<file path="src/rtl/mvm_pkg.sv">
// shared types and constants of the matrix vector multiply unit
// no dependencies
`timescale 1ns / 1ps

package mvm_pkg;

  // fixed field widths of the request and result transactions
  localparam int REQ_W      = 2;
  localparam int IDX_FIELD_W = 4;
  localparam int VALUE_W    = 16;
  localparam int ACC_W      = 40;
  localparam int SIZE_W     = 5;

  localparam logic [SIZE_W-1:0] SIZE_RESET = 5'd4;

  // request type codes
  localparam logic [REQ_W-1:0] REQ_MATRIX  = 2'd0;
  localparam logic [REQ_W-1:0] REQ_VECTOR  = 2'd1;
  localparam logic [REQ_W-1:0] REQ_COMPUTE = 2'd2;

  // commands from controller to datapath
  typedef struct packed {
    logic wr_matrix;
    logic wr_vector;
    logic start;
    logic issue;
    logic next_row;
    logic load_out;
  } mvm_cmd_t;

  // status from datapath to controller
  typedef struct packed {
    logic n_zero;
    logic j_last;
    logic i_last;
    logic row_done;
    logic out_free;
  } mvm_status_t;

endpackage

</file>
<file path="src/rtl/mvm_ctrl.sv">
// controller state machine of the matrix vector multiply unit
// depends on mvm_pkg
`timescale 1ns / 1ps

module mvm_ctrl (
  input  logic                       clk,
  input  logic                       rst,
  input  logic                       req_valid,
  input  logic [mvm_pkg::REQ_W-1:0]  req_type,
  output logic                       in_ready,
  input  mvm_pkg::mvm_status_t       status,
  output mvm_pkg::mvm_cmd_t          cmd
);

  import mvm_pkg::*;

  typedef enum logic [3:0] {
    S_IDLE  = 4'b0001,
    S_ISSUE = 4'b0010,
    S_WAIT  = 4'b0100,
    S_EMIT  = 4'b1000
  } state_t;

  state_t state, state_next;
  logic   accept;

  assign in_ready = (state == S_IDLE);
  assign accept   = req_valid && in_ready;

  // next state and commands
  always_comb begin
    state_next    = state;
    cmd           = '0;
    cmd.wr_matrix = accept && (req_type == REQ_MATRIX);
    cmd.wr_vector = accept && (req_type == REQ_VECTOR);
    case (state)
      S_IDLE: begin
        if (accept && (req_type == REQ_COMPUTE) && !status.n_zero) begin
          cmd.start  = 1'b1;
          state_next = S_ISSUE;
        end
      end
      S_ISSUE: begin
        cmd.issue = 1'b1;
        if (status.j_last) begin
          state_next = S_WAIT;
        end
      end
      S_WAIT: begin
        if (status.row_done) begin
          state_next = S_EMIT;
        end
      end
      S_EMIT: begin
        if (status.out_free) begin
          cmd.load_out = 1'b1;
          if (status.i_last) begin
            state_next = S_IDLE;
          end else begin
            cmd.next_row = 1'b1;
            state_next   = S_ISSUE;
          end
        end
      end
      default: begin
        state_next = S_IDLE;
      end
    endcase
  end

  // state register
  always_ff @(posedge clk) begin
    if (rst) begin
      state <= S_IDLE;
    end else begin
      state <= state_next;
    end
  end

endmodule

</file>
<file path="config.mk">
export PLATFORM = sky130hd
export DESIGN_NAME = mvm_ctrl
export DESIGN_NICKNAME = d
export VERILOG_FILES = /design/src/rtl/mvm_pkg.sv /design/src/rtl/mvm_ctrl.sv
export SDC_FILE = /design/constraint.sdc
export NUM_CORES = 1
export LEC_CHECK = 0
export ABC_CLOCK_PERIOD_IN_PS = 1600
export BUFFER_PORTS_ARGS = -buffer_cell sky130_fd_sc_hd__buf_2
export CAP_MARGIN = 5
export CELL_PAD_IN_SITES_DETAIL_PLACEMENT = 1
export CELL_PAD_IN_SITES_GLOBAL_PLACEMENT = 1
export CORE_MARGIN = 10
export CORE_UTILIZATION = 30
export CTS_CLUSTER_DIAMETER = 30
export DETAILED_ROUTE_END_ITERATION = 16
export PLACE_DENSITY_LB_ADDON = 0.1
export SETUP_SLACK_MARGIN = 0.3
export SLEW_MARGIN = 20
export SYNTH_ARGS = -nofsm -noshare
export SYNTH_HDL_FRONTEND = slang
export SYNTH_SLANG_ARGS = --single-unit
</file>
<file path="constraint.sdc">
create_clock -name clk -period 1.6 [get_ports clk]
set_clock_uncertainty 0.1 [all_clocks]
set_input_delay 0.32 -clock clk [delete_from_list [all_inputs] [get_ports clk]]
set_output_delay 0.32 -clock clk [all_outputs]
set_load 0.05 [all_outputs]
</file>
==> results.txt <==
count of input and output buffers - 16
critical-path cell with the highest stage delay - sky130_fd_sc_hd__dfxtp_2
final core utilization - 55.1%
buffers plus inverters on the worst setup path - 1
Worst R2R Setup Slack - 0.05 ns
Overall Global Routing Usage - 8.89%
crit path capture type - primary output
number of cells produced by synthesis - 46
Unique masters post-synth - 26
final setup violation count - 7
total clock buffers created by CTS - 3
path class of the lowest-slack min-delay path - in -> reg
clock-pin transition on the worst setup and hold timing paths - 0.04 ns
Floorplan Core Area - 1270 um2
final count of pins violating max slew - 0
antenna violations before repair - 0
overall via count from detail_route - 457
number of global-route vias before repair - 526
# nets final - 85
final critical-path setup slack - -0.167 ns
YS warnings - 0
number of hold buffers added after cts - 0
violated checks - setup timing
fraction of final layout cells with drive strength greater than 1 - 61.6%
Area growth, synth to finish - 77.5%
Mapped Area - 394 um2
number of H-tree levels - 1
Slew HR - 79.7%
Worst path depth - 3
DIE AREA - 3160 um2
Most flops, register - state
arrival time at the worst endpoint - 1.35 ns
Reg2Reg Capture Point - state[2]
Placer Congestion - 0.740
endpoint required time on the critical path - 1.18 ns
starting density of the core - 31.1%
number of core rows - 13
number of flip-flops in the largest register - 4
total negative slack for setup checks - -0.572 ns
horizontal die dimension - 56.2 um
slowest cell delay on critical path - 0.33 ns
FF+latch area - 85.1 um2
Pre-antenna DRT Iters - 4
first-pass GRT wire length - 2350 um
clock tree from TritonCTS - done
largest buffer count on any clock path - 2
number of cells in the finished layout apart from fillers - 88
cell-by-cell listing of the critical path - nor4b_4, nor4b_4, buf_6
clock sink count - 4
area used by multi-input combinational logic - 340 um2
maximum clock frequency - 566 MHz
cell at the root of the clock tree - sky130_fd_sc_hd__clkbuf_4
sequential cell area fraction in the yosys report - 20.3%
syn_area_per_cell - 8.57 um2
grt ovf - 0
Max Cap Viol - 0
flip-flop and latch count after synthesis - 4
number of placed cells counting well taps - 83
Critical R2R Launch - state[3]
Fill cells - 151
vias per cell - 5.19
Starting DRT DRC Count - 3
ratio of final minimum period to clock period - 110%
leakage power total - 0.302 nW
Least-Margin Pin Slew - 0.302 ns
Power, Total - 1.04 mW
layer with the highest usage after global routing - met2
setup repair after global routing missed its margin - yes
Top Registers - state: 4 flops
grt met3 use - 4.34%
global-route track usage on met1 - 8.38%
Worst R2R Path Depth - 6
Critical path destination - cmd[3]
met2 track demand over resource in global routing - 15.5%
CP most frequent cell - sky130_fd_sc_hd__nor4b_4
diodes inserted - 0
power density normalized to cell area - 1490 nW/um2
Critical Path Start - state[3]
Crit path max-delay family - simple AND/OR/NAND/NOR gates
half-perimeter wire length after placement - 1120 um
clock latency at the later pin of the worst-skew pair - 0.23 ns
final antenna-violating net count - 0
number of placed I/O pins - 17
detail-routed net length per standard cell - 15.5 um
critical path startpoint category - register
Routed WL - 1360 um
highest ir drop seen on vdd - 0.696 mV
largest net degree at the start of global routing - 8
outcome - complete, but fails checks
critical path fanouts, max - 4
startpoint-to-endpoint class of the critical path - reg -> out
DRC - 0
final critical-path required period - 1.77 ns
Synthesized Nets - 56
Die Y-Extent - 56.2 um
pre-CTS setup slack - -0.0306 ns
total count of hold-check failures in the final report - 0
==> cells by family after synthesis <==
group | share of synthesized area (%)
AOI/OAI and AO/OA | 15.2
muxes | 10.2
and+or+nand+nor | 43.8
buffers and inverters | 8.25
xor gates and xnor gates | 2.22
DFF | 20.3
==> power by group <==
| group | internal [mW] | total (mW) | switching, mW |
|---|---|---|---|
| logic | 0.393 | 0.759 | 0.366 |
| registers | 0.128 | 0.160 | 0.0322 |
| clock network | 0.0837 | 0.122 | 0.0379 |
| total | 0.604 | 1.04 | 0.436 |
==> tightest hold or removal path, delay by kind of cell <==
| kind | cells | cell delay, ns |
|---|---|---|
| muxes | 1 | 0.06 |
| and+or+nand+nor | 1 | 0.11 |
| buffers and inverters | 1 | 0.13 |
==> through the flow <==
step                area, um2  hold slack (ns)
finish                    699            0.346
global route              699            0.362
CTS                       688            0.346
detailed placement        584            0.428
global placement          584            0.423
floorplan                 449            0.397
==> layout make-up <==
| cell class | instances | share of cell area, % |
|---|---|---|
| clock buffers | 3 | 3.22 |
| flip-flops and latches | 4 | 12.2 |
| well taps | 15 | 2.68 |
| multi-input cells | 38 | 48.7 |
| repair buffers | 28 | 33.3 |
==> metal layers <==
metal	routed length, um	part of all wire, %
met5	0	0
met2	724	53
met4	0	0
met3	96	7.0
met1	543	40
==> synth_stat cells, drive strengths merged <==
| cell type | number | area (um2) |
|---|---|---|
| nor2 | 6 | 22.5 |
| nand3b | 1 | 7.51 |
| and4bb | 1 | 12.5 |
| or2b | 1 | 7.51 |
| a32oi | 1 | 8.76 |
| xnor2 | 1 | 8.76 |
| nor3b | 1 | 7.51 |
| nor3 | 1 | 5.00 |
| nand3 | 2 | 10.0 |
| nand2 | 2 | 7.51 |
| nand2b | 5 | 31.3 |
| o22a | 1 | 8.76 |
| mux2i | 4 | 40.0 |
| nor4 | 1 | 6.26 |
| o31ai | 1 | 12.5 |
| and4b | 1 | 10.0 |
| a21oi | 1 | 5.00 |
| nor4b | 2 | 32.5 |
| o211ai | 1 | 12.5 |
| or3 | 1 | 6.26 |
| buf | 4 | 32.5 |
| o22ai | 2 | 12.5 |
| or2 | 1 | 6.26 |
| dfxtp | 4 | 80.1 |
==> worst min-delay path by stage <==
stage | start | endpoint | slack (ns) | depth (start not counted)
after floorplan | rst | state[2] | 0.40 | 2
after global placement | state[3] | state[3] | 0.42 | 2
after detailed placement | state[3] | state[3] | 0.43 | 2
after CTS | rst | state[3] | 0.35 | 3
after global routing | rst | state[1] | 0.36 | 3
final | rst | state[1] | 0.35 | 3
==> cells in the final DEF, fill, tap and decap left out, types with 2 or more instances in the layout <==
cell,count
sky130_fd_sc_hd__buf_2,9
sky130_fd_sc_hd__buf_4,9
sky130_fd_sc_hd__buf_6,8
sky130_fd_sc_hd__nor2_1,5
sky130_fd_sc_hd__nand2b_1,4
sky130_fd_sc_hd__mux2i_1,4
sky130_fd_sc_hd__dfxtp_2,4
sky130_fd_sc_hd__clkbuf_4,3
sky130_fd_sc_hd__nor4b_4,2
sky130_fd_sc_hd__nand2_1,2
sky130_fd_sc_hd__o22ai_1,2
sky130_fd_sc_hd__nand3_1,2
sky130_fd_sc_hd__buf_8,2
==> timing repair <==
action / CTS / global route
resized for setup: 23 / 3
setup buffers: 2 / 0
endpoints found under the setup margin: 11 / 11
hold endpoints to repair: 0 / 0
pin swaps: 5 / 2
No activity file was read; power rests on OpenSTA's default activity.
